`config.mk`:
```
export PLATFORM = sky130hd
export DESIGN_NAME = rbfg_col_ram
export DESIGN_NICKNAME = d
export VERILOG_FILES = /design/src/rtl/core/rbfg_col_ram.sv
export SDC_FILE = /design/constraint.sdc
export NUM_CORES = 1
export LEC_CHECK = 0
export BUFFER_PORTS_ARGS = -buffer_cell sky130_fd_sc_hd__buf_2
export CORE_MARGIN = 4
export CORE_UTILIZATION = 45
export CTS_CLUSTER_SIZE = 20
export DETAILED_ROUTE_END_ITERATION = 10
export GPL_ROUTABILITY_DRIVEN = 1
export MAX_ROUTING_LAYER = met4
export PLACE_DENSITY = 0.56
export SLEW_MARGIN = 20
export SYNTH_ARGS = -nofsm -noshare
export SYNTH_HDL_FRONTEND = slang
export SYNTH_SLANG_ARGS = --single-unit
```
`constraint.sdc`:
```
create_clock -name i_clk -period 3.2 [get_ports i_clk]
set_input_delay 0.32 -clock i_clk [delete_from_list [all_inputs] [get_ports i_clk]]
set_output_delay 0.32 -clock i_clk [all_outputs]
set_load 0.03 [all_outputs]
```
`src/rtl/core/rbfg_col_ram.sv`:
```
// Per-column accumulator memory with registered read and per-entry valid bits.
module rbfg_col_ram #(
    parameter int DATA_W = 8,
    parameter int DEPTH  = 64
) (
    input  logic                     i_clk,
    input  logic                     i_rst_n,
    input  logic                     i_clear,
    input  logic                     i_we,
    input  logic [$clog2(DEPTH)-1:0] i_waddr,
    input  logic [DATA_W-1:0]        i_wdata,
    input  logic                     i_re,
    input  logic [$clog2(DEPTH)-1:0] i_raddr,
    output logic [DATA_W-1:0]        o_rdata
);
    logic [DATA_W-1:0] r_mem [DEPTH];
    logic [DEPTH-1:0]  r_valid;
    logic [DATA_W-1:0] r_rd;
    logic              r_rv;

    // Write and read the storage
    always_ff @(posedge i_clk) begin
        if (i_we) begin
            r_mem[i_waddr] <= i_wdata;
        end
        if (i_re) begin
            r_rd <= r_mem[i_raddr];
        end
    end

    // Track written entries; clear drops them all at once
    always_ff @(posedge i_clk) begin
        if (!i_rst_n || i_clear) begin
            r_valid <= '0;
            r_rv    <= 1'b0;
        end else begin
            if (i_we) begin
                r_valid[i_waddr] <= 1'b1;
            end
            if (i_re) begin
                r_rv <= r_valid[i_raddr];
            end
        end
    end

    // Unwritten entries read as zero
    assign o_rdata = r_rv ? r_rd : '0;
endmodule

```
# Yosys cells after proc, flatten, opt, wreduce, memory -nomap -nowiden
# Memories as Yosys holds them, arrays and structs flattened. A register that Yosys moved wholly into a read port is not among the register bits.
# Index checks and enable logic that the tools add are counted.
# word_totals
ram_bits,512
out_inout_bits,8
wordCells,17
regBits,65
mem_count,1
in_bits,25
# mem_list
memory,words,width,rd,rd_clocked_by_memory_dff,write_ports,line_no,source
r_mem,64,8,1,1,1,16,logic [DATA_W-1:0] r_mem [DEPTH];
# op_classes
n_bitwise,1
mux,7
n_reduce_logical,3
order_cmp,3
# op_table
operator,count
$or A64 B64 Y64,1
$lt A6 B7 Y1 const B,2
$mux W8,1
$bmux W1 S6,1
$demux W1 S6,1
$ge A6 B1 Y1 const B,1
$mux W1,4
$logic_and A1 B1 Y1,1
$logic_not A1 Y1,1
$logic_or A1 B1 Y1,1

# Depth between registers and ports, before layout
# Gate-level depths: netlist of run 1.
# depth
depth_word,5
depth_mapped,8
mapped_depth_nobuf,5

# Worst setup path before layout of run 1
# OpenSTA, ideal clock, no wires.
# synth_path
path_kind,input-to-reg
from,in i_raddr[1]
to,"reg r_rd[6] (read register of r_mem), data pin"
required_time_ns,2.934
arrival_ns,2.102
path_buffers,3
path_slack_ns,0.832
setup_time_ns,0.266
path_stages,8
cell_sequence,buf_2 > clkbuf_1 > buf_2 > mux4_2 > mux4_2 > mux2_2 > nand2_1 > o21ai_1
# synth_lines
element,line_no,source
from (decl),13,"input logic [$clog2(DEPTH)-1:0] i_raddr,"
to (decl),18,logic [DATA_W-1:0] r_rd;

==> impl_summary.md, run 1 <==
Logic synthesis
During synthesis, Yosys emitted a total of 0 warnings. Sorting the synthesized cells by how often they occur yields sky130_fd_sc_hd__edfxtp_1, sky130_fd_sc_hd__mux4_2, sky130_fd_sc_hd__dfxtp_1, sky130_fd_sc_hd__nor2_1, sky130_fd_sc_hd__o21a_1. Counting every net in the synthesized netlist gives 1,078. The leading cell type by number of instances after synthesis is sky130_fd_sc_hd__edfxtp_1. Of all flip-flops after synthesis, the portion carrying an async set or reset was 0%.

The synthesized design contains 520 enable-type register cells. Synthesis handed over a netlist of 1,053 instances. After synthesis, the netlist uses 30 different library cells.

sky130_fd_sc_hd__edfxtp_1 takes more of the synthesized area than any other cell. Yosys attributes the largest share of cell area to sky130_fd_sc_hd__edfxtp_1, sky130_fd_sc_hd__mux4_2, sky130_fd_sc_hd__dfxtp_1, sky130_fd_sc_hd__o21a_1, sky130_fd_sc_hd__nor2_1. The sequential area share after synthesis is 75.1%. The post-synthesis instance area is 22,500 um^2. The top cell type by area accounts for 69.4% of the synthesized area. In the synthesized netlist the dominant register cell turns out to be sky130_fd_sc_hd__edfxtp_1. The post-synthesis average cell area is 21.4 um^2. Counting flops and latches in the post-synthesis netlist gives 585.

Clocking
The register clock-pin slew on the reported worst setup and hold paths is approximately 60 ps. The number of gates resized after CTS was 0. No sink is reached through more buffers than the 3 on the longest clock path. For this design, the CTS-stage hold fixing added 0 buffers. After clock tree synthesis, the setup repair step added 0 buffers. The later-pin clock latency in the skew report is 610 ps. TritonCTS built the clock tree. The number of sinks driven by the clock tree is 585. The clock tree root driver cell is sky130_fd_sc_hd__clkbuf_16. The total CTS buffers is between 50 and 60. The H-tree depth is 2.

STA
The final-layout setup total negative slack is 0 ps. The final-report setup violation count is 0. The final period utilization is 72.0%. Based on the critical path, the design can be clocked at up to 434 MHz. The worst-case clock skew is 23.5 ps. The final hold violation count is 0.

The final setup slack of the worst path is 896 ps. The worst relative slew slack is between 20% and 30%. For the pin with the worst max-slew slack, the measured transition is approximately 1100 ps.

Setup repair after global routing left no endpoint under its margin. After layout, the minimum clock period comes to approximately 2300 ps. The count of final max-slew check failures was 0.

Drt
The number of remaining DRC errors is 0. In the final routed layout, each cell accounts on average for 27.5 um. The via density per instance is between 5 and 6. Before antenna repair, the detailed router went through 4 iterations.

The final route contains 10,800 vias. The number of design-rule violations left by the first detailed-router iteration is 986. The total length of routed wires is around 52,000 um.

The count of antenna-violating nets left after detailed routing is 0.

Finish
The number of antenna diodes in the final layout is 0. The final standard cell utilization of the core is 52.9%. The count of placed standard cells in the final layout, fillers left out is 1,891. The area growth from synthesis to layout is 15.5%. The number of nets in the finished design is roughly 1,200.

Of the cells placed in the final design, the portion with a size suffix greater than 1 is 32.4%.

Floorplanning
The vertical die dimension is between 200 and 250 um. The die outline width is 232 um. The die covers ~54,000 um^2. The floorplan core area is 49,200 um^2.

The effective utilization at floorplan is approximately 46%. Row generation in the floorplan step produced just over 80 rows. The number of primary I/O pins is 33.

Run status
The run finished with clean final reports.

Global routing
Entering global routing, the biggest net connects 65 pins. The initial antenna violation count came to 0. The residual overflow from global routing is 0. The global routing usage summed across all routing layers is 20.4%.

The number of global-route vias before repair is 11,000. The first global-routing pass estimated 76,800 um of wire.

Flow run
Max-cap violations in this run came to 0.

Power
The sum of internal, switching and leakage power is 15.9 mW. The power density of the placed cells is 613 nW/um^2. VDD sags by at most 0.383 mV.

The total leakage power is 8.39 nW.

Setup path
The launch point of the worst path is r_mem[59][6]. The arrival time at the worst endpoint is 2640 ps. The class of the most critical setup path is reg -> reg.

The critical path startpoint category is a flop. Along the worst path, the maximum fanout reaches 1. The worst setup path is captured at a flop. The worst register-to-register path begins at r_mem[59][6]. Data on the critical path is required at its endpoint by between 3000 and 4000 ps.

Placed design
Buffers placed on the I/O ports in this run total 32. The final weighted congestion in routability-driven placement is around 0.79. OpenSTA, run right after detailed placement, puts the worst setup slack at between 300 and 400 ps. The HPWL after detailed placement is about 33,000 um. After detailed placement, the design holds a cell count of 1,785.

Hold path
In this run the worst hold path is classified as in -> reg. The worst hold path startpoint is i_re.
[cell families (layout without fill, tap and decap cells)]
group	Yosys count	in the layout	share of synthesized area, %
mux	196	196	18.4
simple gates	128	128	2.57
flops	585	585	75.1
buf+inv	60	234	1.26
compound gates	84	84	2.66
[layer usage]
metal  up-vias  global-route usage, %  wire, um
li1       4624                      -         -
met2       292                   30.8     25000
met3        72                   2.89      2860
met1      5854                   30.0     23300
met4         0                   5.01       957
met5         -                      -         0
[sequential cells by signal, summed over array words and instances, names as in the netlist]
signal / count
r_mem: 512
r_rd: 8
r_rv: 1
r_valid: 64
[path summary, 6_finish.rpt]
path / slack, ps / end / depth (start not counted)
worst min register to register: 460 / r_valid[53] / 1
worst min-delay path: 140 / r_rd[6] / 1
worst max-delay path: 900 / r_rd[6] / 5
worst max register to register: 900 / r_rd[6] / 5
[power by group]
| group | internal [mW] | total (mW) | switching [mW] |
|---|---|---|---|
| clock network | 3.99 | 6.77 | 2.78 |
| registers | 8.37 | 8.39 | 0.0182 |
| logic | 0.326 | 0.788 | 0.462 |
[critical path, stage by stage (launching register included)]
cell                       delay (ps)
sky130_fd_sc_hd__edfxtp_1         360
sky130_fd_sc_hd__mux4_2           540
sky130_fd_sc_hd__mux4_2           540
sky130_fd_sc_hd__mux2_2           300
sky130_fd_sc_hd__nand2_1          190
sky130_fd_sc_hd__o21ai_1          100
[cells in the final DEF (no fill, tap or decap), drive strengths merged, types with 7 or more instances in the layout]
cell	instances
nor2	65
and2	8
nand3	9
bufinv	8
nand2	17
buf	127
dfxtp	65
o21ai	10
mux4	172
o21a	64
clkinv	26
edfxtp	520
nor3	7
mux2	16
clkbuf	69
nor2b	8
mux2i	8
[final cells by class]
| type | instances | area [um^2] |
|---|---|---|
| tap | 664 | 831 |
| timing repair buffer | 127 | 1040 |
| clock buffer | 69 | 1510 |
| sequential | 585 | 16900 |
| clock inverter | 37 | 377 |
| inverter | 1 | 3.75 |
| fill | 3872 | 23200 |
| multi-input combinational | 408 | 5320 |
[per-stage QoR]
stage	hold slack, ps	instance area, um^2
finish	144	26000
global route	121	26000
CTS	107	26000
detailed placement	447	24100
global placement	442	24100
floorplan	419	22500
No activity file was read; power rests on OpenSTA's default activity.
==> run 2: changes to the inputs <==
--- a/config.mk
+++ b/config.mk
@@ -5,6 +5,7 @@
 export SDC_FILE = /design/constraint.sdc
 export NUM_CORES = 1
 export LEC_CHECK = 0
+export ABC_AREA = 1
 export BUFFER_PORTS_ARGS = -buffer_cell sky130_fd_sc_hd__buf_2
 export CORE_MARGIN = 4
 export CORE_UTILIZATION = 45
==> constraint.sdc (replaced) <==
create_clock -name i_clk -period 2.2 [get_ports i_clk]
set_input_delay 0.22 -clock i_clk [delete_from_list [all_inputs] [get_ports i_clk]]
set_output_delay 0.22 -clock i_clk [all_outputs]
set_load 0.03 [all_outputs]
==> run 2 against run 1 <==
Compared with the run above:
- hold slack lost 120 ps
- clock power grew 49%
- clock skew is essentially flat
- non-clock buffer count grew 22
- synthesized area grew 4.4%
- sequential power grew 45%
- wire length grew 25%
- critical path depth shrank 2
- register-to-register slack lost 220 ps
- sequential share of layout area shrank 2.3 points
- first-iteration DRC count grew 66%
- power grew 49%
- critical endpoint is now o_rdata[3]
- largest cell class unchanged
==> impl_summary.md, run 2 <==
STA
Of the available clock period, the critical path in the final layout requires 87.6%. Setup repair after global routing left no endpoint under its margin. The worst relative slew slack is 45.9% (+18 points). The slew at the pin closest to its max-slew limit was 811 ps (-277 ps).

The worst hold-check slack is 20.9 ps (-123 ps). The worst path in the final design needs a cycle of slightly below 2000 ps, including I/O delays and setup. The final setup slack of the worst path is 272 ps (-624 ps). The final-layout setup total negative slack is 0 ps (unchanged). The final hold violation count is 0 (unchanged). The final-report setup violation count is 0 (unchanged). The maximum clock frequency is 519 MHz. The count of final max-slew check failures is 0 (unchanged). The worst-case clock skew is 23.4 ps (-0.139 ps).

Finish
The fill cell instance count of the final layout came to 4,600 (+19%). r_mem holds more flip-flops than any other register. The count of placed standard cells in the final layout, fillers left out is 2,887 (+53%). The library cell used most frequently in the layout, excluding fill and tap cells, is sky130_fd_sc_hd__edfxtp_1. In the layout the commonest cells are sky130_fd_sc_hd__edfxtp_1, sky130_fd_sc_hd__nor2_1, sky130_fd_sc_hd__nand2_1. The share of final-layout standard cells stronger than drive strength 1 is 10.9% (-22 points).

The flip-flop count of the largest register after layout is 512 (unchanged). The final standard cell utilization of the core is 52.3% (-0.57 points). The area growth from synthesis to layout is 14.7%. The number of nets in the finished design is 2,180 (+81%).

In the final layout, the registers with the most flip-flops are r_mem x512, r_valid x64, r_rd x8. The area of all placed cells without fillers came to 27,000 um^2 (+3.7%).

Logic synthesis
The sequential area share after synthesis is 72.0% (-3.2 points). The share of synthesized flip-flops with an asynchronous set or reset is 0% (unchanged). The simple logic cell fraction of the synthesized area is 15.5% (+13 points).

By area, the combinational part of the netlist is dominated by simple AND/OR/NAND/NOR gates. The number of warnings reported in the yosys synthesis log is 0 (unchanged). The share of synthesized area spent on multiplexers is 0% (-18 points). The synthesized netlist net count is 2,097 (+95%).

The commonest cells after synthesis are sky130_fd_sc_hd__edfxtp_1, sky130_fd_sc_hd__nor2_1, sky130_fd_sc_hd__nand2_1. The count of flip-flops with a built-in enable after synthesis came to 520 (unchanged). In the post-synthesis netlist, the cell with the most instances is sky130_fd_sc_hd__edfxtp_1. The share of the synthesized area in compound gates (AO/OA/AOI/OAI) came to 8.86% (+6.2 points). The synthesized-area fraction occupied by adder cells is 0% (unchanged). The synthesized-area fraction occupied by xor and xnor cells is 0% (unchanged).

By area the synthesized netlist is led by sky130_fd_sc_hd__edfxtp_1, sky130_fd_sc_hd__nor2_1, sky130_fd_sc_hd__nand2_1, sky130_fd_sc_hd__dfxtp_1, sky130_fd_sc_hd__o21ai_0. The post-synthesis instance area is 23,500 um^2 (+4.4%). The leading area contributor after synthesis is sky130_fd_sc_hd__edfxtp_1.

The post-synthesis register bit count came to 585 (unchanged). The number of unique standard cell types used by synthesis is 21 (-30%). The fraction of post-synthesis cell area in the top cell type by area was 66.5% (-2.9 points). For this run, the leading register cell type out of synthesis is sky130_fd_sc_hd__edfxtp_1. The synthesized netlist cell count was 2,072 (+97%). The post-synthesis average cell area is 11.3 um^2 (-47%).

Floorplanning
The die outline width is 237 um (+2.1%). The area enclosed by the die boundary is 55,900 um^2 (+4.2%). The number of primary I/O pins is 33 (unchanged). The floorplan core area is 51,500 um^2 (+4.8%). The effective utilization at floorplan is 45.6% (-0.18 points). The vertical die dimension is 237 um (+2.1%).

The site row count is 83 (+2.5%).

Power
The worst-case vdd ir drop is 0.670 mV (+75%). The power density of the placed cells is 882 nW/um^2 (+44%). The total leakage power is 9.37 nW (+12%). The sum of internal, switching and leakage power was 23.8 mW (+49%).

Placed design
The placed cell count is 2,771 (+55%). The area of placed instances is 25,000 um^2 (+3.7%). The final weighted congestion in routability-driven placement is 0.828 (+5.1%).

The post-DP HPWL is 38,200 um (+17%). The worst-case setup slack after placement is 177 ps (-163 ps). The number of input and output port buffers inserted is 32 (unchanged).

Drt
The total length of routed wires is 65,100 um (+25%). The average wire per standard cell was 22.5 um (-18%). The count of antenna-violating nets left after detailed routing is 0 (unchanged). The via density per instance is 5.60 (-2.4%). The total vias in the final route is 16,200 (+49%). The detailed-router iteration count before antenna repair is 6 (+2).

The number of remaining DRC errors is 0 (unchanged). The number of design-rule violations left by the first detailed-router iteration is 1,641 (+66%).

Global routing
The number of global-route vias before repair is 15,700 (+42%). The residual overflow from global routing is 0 (unchanged). The largest net degree at the start of global routing came to 99 (+52%). The initial antenna violation count is 0 (unchanged).

The global-route wire length before repair is 98,200 um (+28%). The global routing usage summed across all routing layers is 23.4% (+3.0 points).

Hold path
The kind of path behind the tightest hold check is in -> reg.

Clocking
The count of buffers added by post-CTS timing repair for setup came to 0 (unchanged). The tree is rooted in a sky130_fd_sc_hd__clkbuf_16. The TritonCTS clock tree is done. The total CTS buffers is 60 (+3.4%).

The number of sinks driven by the clock tree is 585 (unchanged). The hold buffer count at cts is 2 (+2). The H-tree depth is 2 (unchanged). The number of resized instances in the post-cts repair step is 0 (unchanged). The number of buffers on the longest clock path is 3 (unchanged).

The register clock-pin slew on the reported worst setup and hold paths is 60 ps (about the same). The later-pin clock latency in the skew report is 630 ps (+20 ps).

Setup path
The internal reg-to-reg setup slack came to 680 ps (-220 ps). The arrival time at the worst endpoint is 1710 ps (-930 ps). The worst setup path is captured at a primary output. The data required time of the critical path is 1980 ps (-1560 ps). The critical path in this run is classified as reg -> out. STA classifies the critical path startpoint as a flop. The largest fanout on the critical path is 9 (+8).

Flow run
The number of maximum-capacitance constraint violations is 0 (unchanged).

Run status
The flow ran to the end, and the final reports show no timing, DRC or antenna violations.
## run 2: critical path, stage by stage (launching register included)
cell	delay (ps)
sky130_fd_sc_hd__dfxtp_1	490
sky130_fd_sc_hd__nand2_1	230
sky130_fd_sc_hd__inv_1	150
sky130_fd_sc_hd__buf_2	210
## run 2: power by group
group | internal [mW] | switching, mW
registers | 12.2 | 0.0218
clock network | 5.82 | 4.25
logic | 0.412 | 1.10
total | 18.4 | 5.37
## run 2: routing by layer
layer	up-vias	part of all wire (%)	global-route usage, %	routed length, um
li1	7453	-	-	-
met1	8034	43	31.7	28000
met2	560	48	37.4	31200
met3	113	6.1	3.39	3990
met4	0	2.9	6.78	1900
met5	-	0	-	0
## run 2: path summary, 6_finish.rpt
kind / end / startpoint / cells after the start
worst max-delay path: o_rdata[3] / r_rv / 3
worst min-delay path: r_mem[40][6] / i_wdata[6] / 1
worst max register to register: r_rd[6] / r_mem[57][6] / 8
worst min register to register: r_valid[25] / r_valid[25] / 2
## run 2: final cells by class
type | instances | area, um^2 | share of cell area [%]
Multi-Input combinational cell | 1313 | 5720 | 21.2
Antenna cell | 1 | 2.50 | 0.00929
Timing Repair Buffer | 149 | 1330 | 4.94
Tap cell | 680 | 851 | 3.16
Sequential cell | 585 | 16900 | 62.8
Clock buffer | 70 | 1580 | 5.87
Inverter | 46 | 183 | 0.678
Clock inverter | 43 | 364 | 1.35
## run 2: kinds of logic after synthesis
| logic type | after synthesis |
|---|---|
| AO/OA/AOI/OAI | 384 |
| buffers and inverters | 174 |
| flip-flops | 585 |
| AND/OR/NAND/NOR | 929 |
