<file path="src/rtl/core/rbfg_pkg.sv">
// Shared constants, codes, cell record and helper arithmetic of the block feature grid.
package rbfg_pkg;

    // Default geometry
    localparam int RBFG_GRID_SIZE = 64;
    localparam int RBFG_MAX_DIM   = 4096;

    // Configuration port
    localparam int RBFG_CFG_W   = 13;
    localparam int RBFG_IDX_W   = 2;
    localparam logic [RBFG_IDX_W-1:0] REG_FRAME_WIDTH  = 2'd0;
    localparam logic [RBFG_IDX_W-1:0] REG_FRAME_HEIGHT = 2'd1;

    // Class codes
    localparam logic [1:0] FLOW_NONE       = 2'd0;
    localparam logic [1:0] FLOW_HORIZONTAL = 2'd1;
    localparam logic [1:0] FLOW_VERTICAL   = 2'd2;
    localparam logic [1:0] FLOW_DIAGONAL   = 2'd3;
    localparam logic [1:0] MOOD_WARM       = 2'd0;
    localparam logic [1:0] MOOD_COOL       = 2'd1;
    localparam logic [1:0] MOOD_DRAMATIC   = 2'd2;
    localparam logic [1:0] MOOD_NEUTRAL    = 2'd3;
    localparam logic [1:0] DEPTH_BACK      = 2'd0;
    localparam logic [1:0] DEPTH_MID       = 2'd1;
    localparam logic [1:0] DEPTH_FORE      = 2'd2;

    // Thresholds of the classifiers
    localparam int FLOW_FLOOR    = 5;
    localparam int MOOD_SPREAD   = 20;
    localparam int MOOD_DARK     = 80;

    // One finished cell
    typedef struct packed {
        logic [5:0] cell_row;
        logic [5:0] cell_col;
        logic [7:0] intensity;
        logic [1:0] flow_class;
        logic [1:0] mood_class;
        logic [1:0] depth_band;
        logic       frame_done;
    } t_cell;

    // Divider handshake toward its user
    typedef struct packed {
        logic busy;
        logic done;
    } t_div_stat;

    // floor(v/3) for v up to 765, by reciprocal
    function automatic logic [7:0] div3_u10(input logic [9:0] v);
        logic [20:0] p;
        p = 21'(v) * 21'd683;
        return p[18:11];
    endfunction

    // floor(v/5) for v below 2048, by reciprocal
    function automatic logic [8:0] div5_u11(input logic [10:0] v);
        logic [23:0] p;
        p = 24'(v) * 24'd1639;
        return p[21:13];
    endfunction

    function automatic logic [7:0] absdiff8(input logic [7:0] a, input logic [7:0] b);
        return (a > b) ? (a - b) : (b - a);
    endfunction

endpackage

</file>
<file path="src/rtl/core/rbfg_divider.sv">
// Shared restoring divider, one quotient bit per cycle, zero on a zero divisor.
module rbfg_divider
    import rbfg_pkg::*;
#(
    parameter int NUM_W = 20,
    parameter int DEN_W = 13
) (
    input  logic             i_clk,
    input  logic             i_rst_n,
    input  logic             i_start,
    input  logic [NUM_W-1:0] i_num,
    input  logic [DEN_W-1:0] i_den,
    output t_div_stat        o_stat,
    output logic [7:0]       o_quot
);
    localparam int CNT_W = $clog2(NUM_W + 1);

    logic [NUM_W-1:0] r_q;
    logic [DEN_W-1:0] r_rem;
    logic [DEN_W-1:0] r_den;
    logic [CNT_W-1:0] r_cnt;
    logic             r_busy;
    logic             r_done;
    logic             r_zero;
    logic [DEN_W:0]   rem_sh;
    logic             fits;

    assign rem_sh = {r_rem, r_q[NUM_W-1]};
    assign fits   = rem_sh >= {1'b0, r_den};

    // Control: count down the quotient bits
    always_ff @(posedge i_clk) begin
        if (!i_rst_n) begin
            r_busy <= 1'b0;
            r_done <= 1'b0;
            r_cnt  <= '0;
        end else begin
            r_done <= r_busy && (r_cnt == CNT_W'(1));
            if (i_start) begin
                r_busy <= 1'b1;
                r_cnt  <= CNT_W'(NUM_W);
            end else if (r_busy) begin
                r_cnt <= r_cnt - 1'b1;
                if (r_cnt == CNT_W'(1)) begin
                    r_busy <= 1'b0;
                end
            end
        end
    end

    // Datapath: shift, compare, subtract
    always_ff @(posedge i_clk) begin
        if (i_start) begin
            r_q    <= i_num;
            r_rem  <= '0;
            r_den  <= i_den;
            r_zero <= (i_den == '0);
        end else if (r_busy) begin
            r_rem <= fits ? DEN_W'(rem_sh - {1'b0, r_den}) : rem_sh[DEN_W-1:0];
            r_q   <= {r_q[NUM_W-2:0], fits};
        end
    end

    assign o_stat = '{busy: r_busy, done: r_done};
    assign o_quot = r_zero ? 8'd0 : r_q[7:0];
endmodule

</file>
<file path="config.mk">
export PLATFORM = sky130hd
export DESIGN_NAME = rbfg_divider
export DESIGN_NICKNAME = d
export VERILOG_FILES = /design/src/rtl/core/rbfg_pkg.sv /design/src/rtl/core/rbfg_divider.sv
export SDC_FILE = /design/constraint.sdc
export NUM_CORES = 1
export LEC_CHECK = 0
export BUFFER_PORTS_ARGS = -buffer_cell sky130_fd_sc_hd__buf_2
export CORE_MARGIN = 2
export CORE_UTILIZATION = 45
export DETAILED_ROUTE_END_ITERATION = 10
export GPL_TIMING_DRIVEN = 0
export MAX_ROUTING_LAYER = met4
export PLACE_DENSITY = 0.66
export SLEW_MARGIN = 30
export SYNTH_ARGS = -nofsm -noshare
export SYNTH_HDL_FRONTEND = slang
export SYNTH_SLANG_ARGS = --single-unit
</file>
<file path="constraint.sdc">
create_clock -name i_clk -period 3 [get_ports i_clk]
set_input_delay 0.3 -clock i_clk [delete_from_list [all_inputs] [get_ports i_clk]]
set_output_delay 0.3 -clock i_clk [all_outputs]
set_load 0.02 [all_outputs]
</file>
After elaboration in Yosys (flattened, before gate mapping)
Index checks and enable logic that the tools add are counted.
Storage, ports and cells
  flip-flop bits (word level): 54
  output and inout port bits: 10
  word-level logic and storage cells: 26
Operators by class
  $add $sub $neg: 2
  magnitude comparators: 1
  equality and inequality tests: 1
  multiplexer cells: 9
  bitwise gates (word level): 1
  reductions and logical operators: 4
Operators by type and width (number)
  $mux W20: 2
  $ge A14 B13 Y1: 1
  $logic_not A13 Y1: 1
  $mux W13: 1
  $sub A13 B13 Y13: 1
  $mux W5: 2
  $mux W8: 1
  $eq A5 B1 Y1 const B: 1
  $sub A5 B1 Y5 const B: 1
  $mux W1: 3
  $reduce_bool A2 Y1: 1
  $reduce_or A2 Y1: 1
  $logic_and A1 B1 Y1: 1
  $not A1 Y1: 1

Logic depth before layout (Yosys ltp)
Gate-level depths: netlist (run 1).
  depth after elaboration: 4
  mapped depth: 11
  gate-level depth less buffers: 10

Least setup slack after synthesis (run 1)
No wires, ideal clock.
  kind: register to register
  start: reg r_q[19]
  end: reg r_rem[8]
  library setup time: 0.122 ns
  data arrival time: 2.056 ns
  required time: 2.878 ns
  path slack: 0.822 ns
  stages on the path, launching flop included: 12
  path buffers: 1
  period minus slack after synthesis: 2.178 ns
  path through: edfxtp_1 > inv_1 > ha_1 > inv_1 > fa_1 > a21o_1 > a21oi_1 > o21ai_0 > a21oi_2 > buf_6 > nor2_1 > a221o_1
Between the ends
  longest elaborated chain between the ends: 2
  elaborated cells between the ends (all ways): 3
Ends and longest elaborated chain
  start: declaration: line rbfg_divider.sv:18  | logic [NUM_W-1:0] r_q;
  start signal: assignment: line rbfg_divider.sv:54  | r_q <= i_num;
  start signal: assignment: line rbfg_divider.sv:60  | r_q <= {r_q[NUM_W-2:0], fits};
  $sub A13 B13 Y13 or $ge A14 B13 Y1 (tied branches): line rbfg_divider.sv:59, rbfg_divider.sv:29
  $mux W13 *: line rbfg_divider.sv:59  | r_rem <= fits ? DEN_W'(rem_sh - {1'b0, r_den}) : rem_sh[DEN_W-1:0];
  end signal: assignment: line rbfg_divider.sv:59
  end: declaration: line rbfg_divider.sv:19  | logic [DEN_W-1:0] r_rem;
Mark *: on every way between the ends. The rest lies on a longest branch, timed or not.
A chain may end at the register's enable or synchronous reset.

Worst setup path after layout (run 1)
Ends and elaborated chain as after synthesis.

==> results of run 1 <==
worst max-delay path by stage:
stage / startpoint / end / depth (start not counted)
after detailed placement: r_q[19] / r_rem[8] / 11
after global routing: r_q[19] / r_rem[7] / 11
final: r_q[19] / r_rem[8] / 11
after CTS: r_q[19] / r_rem[8] / 11
after global placement: r_q[19] / r_rem[8] / 11
after floorplan: r_q[19] / r_rem[8] / 11
cells in the mapped netlist (2+ instances only):
| cell | instances |
|---|---|
| a221o_1 | 2 |
| nand4_1 | 2 |
| nand3b_1 | 2 |
| ha_1 | 15 |
| o21a_1 | 3 |
| buf_6 | 2 |
| xnor2_1 | 5 |
| nor4_1 | 2 |
| a32oi_1 | 3 |
| mux2i_1 | 6 |
| a211oi_1 | 7 |
| and2_1 | 3 |
| dfxtp_1 | 20 |
| clkbuf_1 | 6 |
| o21ai_0 | 9 |
| nor3_1 | 5 |
| o221ai_1 | 2 |
| a211o_1 | 2 |
| nand3_1 | 7 |
| mux2_2 | 20 |
| nand2b_1 | 7 |
| nor2_1 | 16 |
| a21oi_1 | 12 |
| nor2b_1 | 13 |
| xor2_1 | 7 |
| edfxtp_1 | 34 |
| inv_1 | 20 |
| nand2_1 | 9 |
| a311oi_1 | 2 |
| a21o_1 | 6 |
| buf_4 | 3 |
metrics by stage:
step / worst slack, ps / area, um2 / cells / power (mW) / util
finish: 550.1 / 3364 / 398 / 1.744 / 0.5299
global route: 429.3 / 3364 / 398 / 1.842 / 0.5299
CTS: 536.6 / 3364 / 398 / 1.761 / 0.5299
detailed placement: 582.4 / 3266 / 390 / 1.320 / 0.5143
global placement: 607.9 / 3266 / 390 / 1.312 / 0.5143
floorplan: 821.8 / 2944 / 268 / 1.211 / -
kinds of logic after synthesis:
group	Yosys count
compound gates	56
xor+xnor	12
fa+ha+maj	16
buf+inv	32
flops	54
mux	26
simple gates	72
worst max-delay path, cell delays in order, from the launching register on:
cell	delay, ps
edfxtp_1	430
inv_1	80
ha_1	160
inv_1	50
fa_1	430
a21o_1	180
a21oi_1	170
o21ai_0	110
a21oi_2	190
buf_6	170
nor2_1	60
a221o_1	310
sequential cells by signal, summed over array words and instances (netlist names):
signal	count
r_cnt	5
r_q	20
r_done	1
r_busy	1
r_den	13
r_zero	1
r_rem	13
power groups by stage:
| stage | Sequential, mW | Combinational [mW] | Clock (mW) |
|---|---|---|---|
| 6_report | 0.901 | 0.402 | 0.442 |
| 3_3_place_gp | 0.916 | 0.396 | 0 |
| 5_1_grt | 0.910 | 0.453 | 0.479 |
| 4_1_cts | 0.901 | 0.404 | 0.456 |
| 2_1_floorplan | 0.903 | 0.308 | 0 |
| 3_5_place_dp | 0.917 | 0.403 | 0 |
cells in the final DEF, fill, tap and decap left out, drive strengths merged, types with 6 or more instances in the layout:
cell / instances
nor2: 16
mux2i: 6
a21oi: 13
dfxtp: 20
buf: 51
edfxtp: 34
a211oi: 7
nand3: 7
ha: 15
nand2: 9
nor2b: 13
clkbuf: 12
a21o: 6
inv: 21
mux2: 20
o21ai: 9
nand2b: 7
xor2: 7
final cells by class:
type                            count  area (um2)  area share
Buffer                             12       71.32     0.02120
Clock buffer                        6       82.58     0.02454
Clock inverter                      2       16.27    0.004835
Inverter                           20       75.07     0.02231
Multi-Input combinational cell    182        1376      0.4091
Sequential cell                    54        1421      0.4225
Tap cell                           77       96.34     0.02864
Timing Repair Buffer               45       225.2     0.06694
routing by layer:
layer,global-route usage,wire length (um),part of all wire
met1,0.2387,2689,0.49
met2,0.2484,2425,0.44
met3,0.03210,261,0.048
met4,0.04762,72,0.013
met5,-,0,0
==> metrics.yaml, run 1 <==
global_route:
  first_global_vias: 2069
  grt_overflow: 0
  grt_usage: 0.1684
  antenna_found_initial: 0
  grt_start_max_net_pins: 22
  grt_pass1_wl_um: 9453
yosys:
  synth_top_family_by_area: "compound AO/OA/AOI/OAI gates"
  synth_compound_gate_area_share: 0.1330
  synthXorXnorAreaFrac: 0.03570
  synthMuxAreaShare: 0.09690
  async_flop_share: 0
  postSynthRegisterBits: 54
  yosys.area.top_type_share: 0.3468
  synthAdderAreaFrac: 0.07055
  yosysSeqAreaShare: 0.4828
  yosysUniqueCellTypes: 47
  synth_edf_count: 34
  synth_top_area_cell: "edfxtp_1"
  synth_flop_cell: "edfxtp_1"
  netlist_instances: 268
  synthTopCellsByArea: "edfxtp_1 35%, dfxtp_1 14%, mux2_2 7.6%"
  syn_nets: 320
  ys.warnings.count: 0
  avgSynthCellArea_um2: 10.99
  yosys.area_share.simple: 0.1313
  synth_area_um2: 2944
pwr:
  power_density_nw_per_um2: 518.4
  p_leak_nw: 1.429
  combinationalPowerShare: 0.230
  clkPwrFrac: 0.253
  swShare: 0.2891
  p_int_mw: 1.240
  seq_power_share: 0.517
  netSwitchingPower_mw: 0.5043
  peakVddDrop_mv: 0.2979
clocking:
  htreeDepth: 2
  cts_buffers: 5
  tritoncts: "yes"
  ctsLongestPathBuffers: 2
  clkSinkCount: 54
  clockRootBuffer: "clkbuf_8"
  postCtsSetupBuffers: 0
  cts_resized: 0
  path_clk_slew_ps: 100
  cts_hold_buf: 0
  clkLatencyLatePin_ps: 320
routing:
  drt-initial-drc-count: 121
  wire_per_inst_um: 13.69
  detail-route-antenna-nets: 0
  totalWireLength_um: 5450
  num_vias: 2088
  via_per_inst: 5.246
  firstDrtPassIters: 4
  drc: 0
critical_path:
  rr_startpoint: "r_q[19]"
  reg2reg_to: "r_rem[8]"
  crit_type: "flop to flop"
  critPathCaptureType: "flop"
  arrival_ps: 2660
  reg2reg_slack_ps: 550
  worstPathRequired_ps: 3210
  reg2reg_depth: 11
  critPathLaunchType: "flop"
  path_max_fanout: 10
placement:
  gp_congestion: 0.8530
  placement.io_buffers: 45
  hpwl_um: 4094
sta:
  hold_viol: 0
  setup_viol: 0
  max_freq_ghz: 0.4082
  whs_ps: 161.4
  setup_tns_ps: 0
  slew_headroom: 0.4505
  fin_crit_ps: 2450
  finClkSkew_ps: 8.169
  rsz0062_at_grt: "no"
  fin_crit_sh: 0.8166
  tightest_slew_ps: 823.3
  drv_slew: 0
final_layout:
  nets: 372
  area_delta_synth_final_pct: 14.28
  drive_gt1_frac: 0.2523
  nFillCells: 563
  antenna_cells: 0
run:
  maxCapViolCount: 0
die:
  rows: 29
  num_io_pins: 46
  die-area_um2: 7205
  die_w_um: 84.89
  initial_utilization: 0.4636
  dieHeight_um: 84.89
  core_um2: 6350
min_path:
  holdPathStages: 1
  hold_path_class: "input pin to flop"
  min_to: "r_den[3]"
  min-delay-start: "i_den[3]"
outcome:
  status: "complete, no violations"
(Power assumes the default switching activity.)
==> inputs of run 2 (changes only) <==
PLACE_DENSITY = 0.68   (was 0.66)
clock period = 2 ns   (was 3 ns; I/O delays follow)
==> run 2 against run 1 <==
The run now ends with negative setup slack left; design area increased by 3.6%; cell count increased by 1.0%; non-clock buffer count increased by 4; power increased by 63%; highest routed layer unchanged.
==> metrics.yaml, run 2 (synthesis results as in run 1) <==
die:
  num_io_pins: 46
  initial_utilization: 0.4636
  die-area_um2: 7205
  core_um2: 6350
  dieHeight_um: 84.89
  die_w_um: 84.89
  rows: 29
critical_path:
  path_common_cell: "a21oi_2"
  arrival_ps: 2460
  max_stage_delay_ps: 420
  critPathCaptureType: "flop"
  critPathCapture: "r_rem[8]"
  path_max_fanout: 5
  reg2reg_depth: 11
  crit_type: "flop to flop"
  reg2reg_to: "r_rem[8]"
  worstPathRequired_ps: 2200
  path_cells: "inv_1 > ha_2 > inv_2 > fa_2 > a21o_1 > a21oi_2 > o21ai_1 > a21oi_2 > buf_6 > nor2_2 > a221o_1"
  cp.depth: 11
  path_buf_inv: 3
  critPathLaunchType: "flop"
  reg2reg_slack_ps: -260
  rr_startpoint: "r_q[19]"
  cp_slowest_cell: "edfxtp_1"
  crit_start: "r_q[19]"
  critPathTopFamily: "compound AO/OA/AOI/OAI gates"
final_layout:
  nFillCells: 561
  finish.utilization: 0.5492
  layout_common_cells: "45 x buf_2, 34 x edfxtp_1, 20 x mux2_2, 20 x dfxtp_1, 19 x inv_1"
  final_area_um2: 3487
  nets: 376
  area_delta_synth_final_pct: 18.44
  antenna_cells: 0
  reg_top3: "r_q (20), r_den (13), r_rem (13)"
  drive_gt1_frac: 0.3015
  largest_reg_flops: 20
  final_common_cell: "buf_2"
  regMostFlops: "r_q"
pwr:
  power_density_nw_per_um2: 816.3
  p_leak_nw: 1.487
  p_int_mw: 2.081
  power_mw: 2.847
  swShare: 0.2689
  netSwitchingPower_mw: 0.7655
  combinationalPowerShare: 0.229
  seq_power_share: 0.475
  clkPwrFrac: 0.296
  peakVddDrop_mv: 0.4325
clocking:
  path_clk_slew_ps: 100
  cts_buffers: 5
  cts_hold_buf: 0
  clkSinkCount: 54
  tritoncts: "yes"
  ctsLongestPathBuffers: 2
  clkLatencyLatePin_ps: 310
  htreeDepth: 2
  clockRootBuffer: "clkbuf_8"
run:
  maxCapViolCount: 0
routing:
  firstDrtPassIters: 4
  detail-route-antenna-nets: 0
  num_vias: 2177
  drc: 0
  via_per_inst: 5.415
  totalWireLength_um: 5636
  drt-initial-drc-count: 67
  wire_per_inst_um: 14.02
global_route:
  grt_usage: 0.1711
  grt_pass1_wl_um: 9646
  grt_overflow: 0
  grt_start_max_net_pins: 22
  antenna_found_initial: 0
  first_global_vias: 2102
sta:
  max_freq_ghz: 0.4429
  hold_viol: 0
  finClkSkew_ps: 11.75
  slew_headroom: 0.4654
  fin_crit_ps: 2258
  fin_crit_sh: 1.129
  drv_slew: 0
  setup_viol: 14
  tightest_slew_ps: 801.0
  setup_ws_ps: -258.1
  rsz0062_at_grt: "yes"
  setup_tns_ps: -2685
placement:
  gp_congestion: 0.8638
  placement.io_buffers: 45
  hpwl_um: 4121
  placed_cell_area_um2: 3268
outcome:
  failed_checks: "negative setup slack"
  status: "finished, violations left"
min_path:
  hold_path_class: "input pin to flop"
-- run 2: changes by cell type in the layout (fill, tap and decap cells not counted), moves of 2 or more --
| cell | before | now |
|---|---|---|
| buf_4 | 3 | 6 |
| o21ai_0 | 9 | 5 |
| a21oi_2 | 1 | 3 |
| a21oi_1 | 12 | 10 |
| o21ai_2 | 0 | 3 |
-- run 2: metal layers --
metal / wire (um) / share of wire / up-vias / global-route usage
li1: - / - / 1095 / -
met1: 2641 / 0.47 / 1018 / 0.2258
met2: 2634 / 0.47 / 57 / 0.2670
met3: 302 / 0.054 / 7 / 0.04475
met4: 58 / 0.010 / 0 / 0.03896
met5: 0 / 0 / - / -
-- run 2: metrics by stage --
step	cells	worst slack (ps)	hold WS [ps]
2_1_floorplan	268	-89.19	298.9
3_3_place_gp	390	-287.8	392.3
3_5_place_dp	390	-299.1	392.5
4_1_cts	401	-266.6	74.31
5_1_grt	402	-416.0	71.37
6_report	402	-258.1	80.28
-- run 2: worst min path at each step --
stage | start | cells past startpoint | slack [ps] | end
after CTS | i_den[2] | 1 | 70 | r_den[2]
after global placement | i_den[3] | 1 | 390 | r_den[3]
after global routing | i_den[8] | 1 | 70 | r_den[8]
final | i_den[2] | 1 | 80 | r_den[2]
after floorplan | i_den[0] | 0 | 300 | r_den[0]
after detailed placement | i_den[2] | 1 | 390 | r_den[2]
-- run 2: worst reg2reg max path: stages (launching register included) --
cell      delay [ps]
edfxtp_1         420
inv_1             80
ha_2             180
inv_2             40
fa_2             330
a21o_1           170
a21oi_2          140
o21ai_1           80
a21oi_2          220
buf_6            170
nor2_2            40
a221o_1          280
-- run 2: power by group through the flow --
stage | combinational, mW | clock (mW) | sequential [mW]
after global routing | 0.732 | 0.896 | 1.37
after floorplan | 0.462 | 0 | 1.35
after global placement | 0.593 | 0 | 1.37
final | 0.652 | 0.843 | 1.35
after detailed placement | 0.604 | 0 | 1.38
after CTS | 0.628 | 0.859 | 1.35
-- run 2: repair_timing --
| item | 4_1_cts | 5_1_grt |
|---|---|---|
| resized for setup | 8 | 11 |
| pin swaps | 9 | 11 |
| buffers inserted | 2 | 1 |
| endpoints found under the hold margin | 0 | 0 |
| cloned | 1 | 0 |
| endpoints found under the setup margin | 14 | 14 |
-- run 2: layout make-up --
| class | count | area (um2) | share of cell area |
|---|---|---|---|
| Buffer | 12 | 75.07 | 0.02153 |
| Clock buffer | 7 | 107.6 | 0.03086 |
| Clock inverter | 1 | 30.03 | 0.008611 |
| Inverter | 20 | 75.07 | 0.02153 |
| Multi-Input combinational cell | 182 | 1426 | 0.4090 |
| Sequential cell | 54 | 1421 | 0.4076 |
| Tap cell | 77 | 96.34 | 0.02763 |
| Timing Repair Buffer | 49 | 255.2 | 0.07320 |
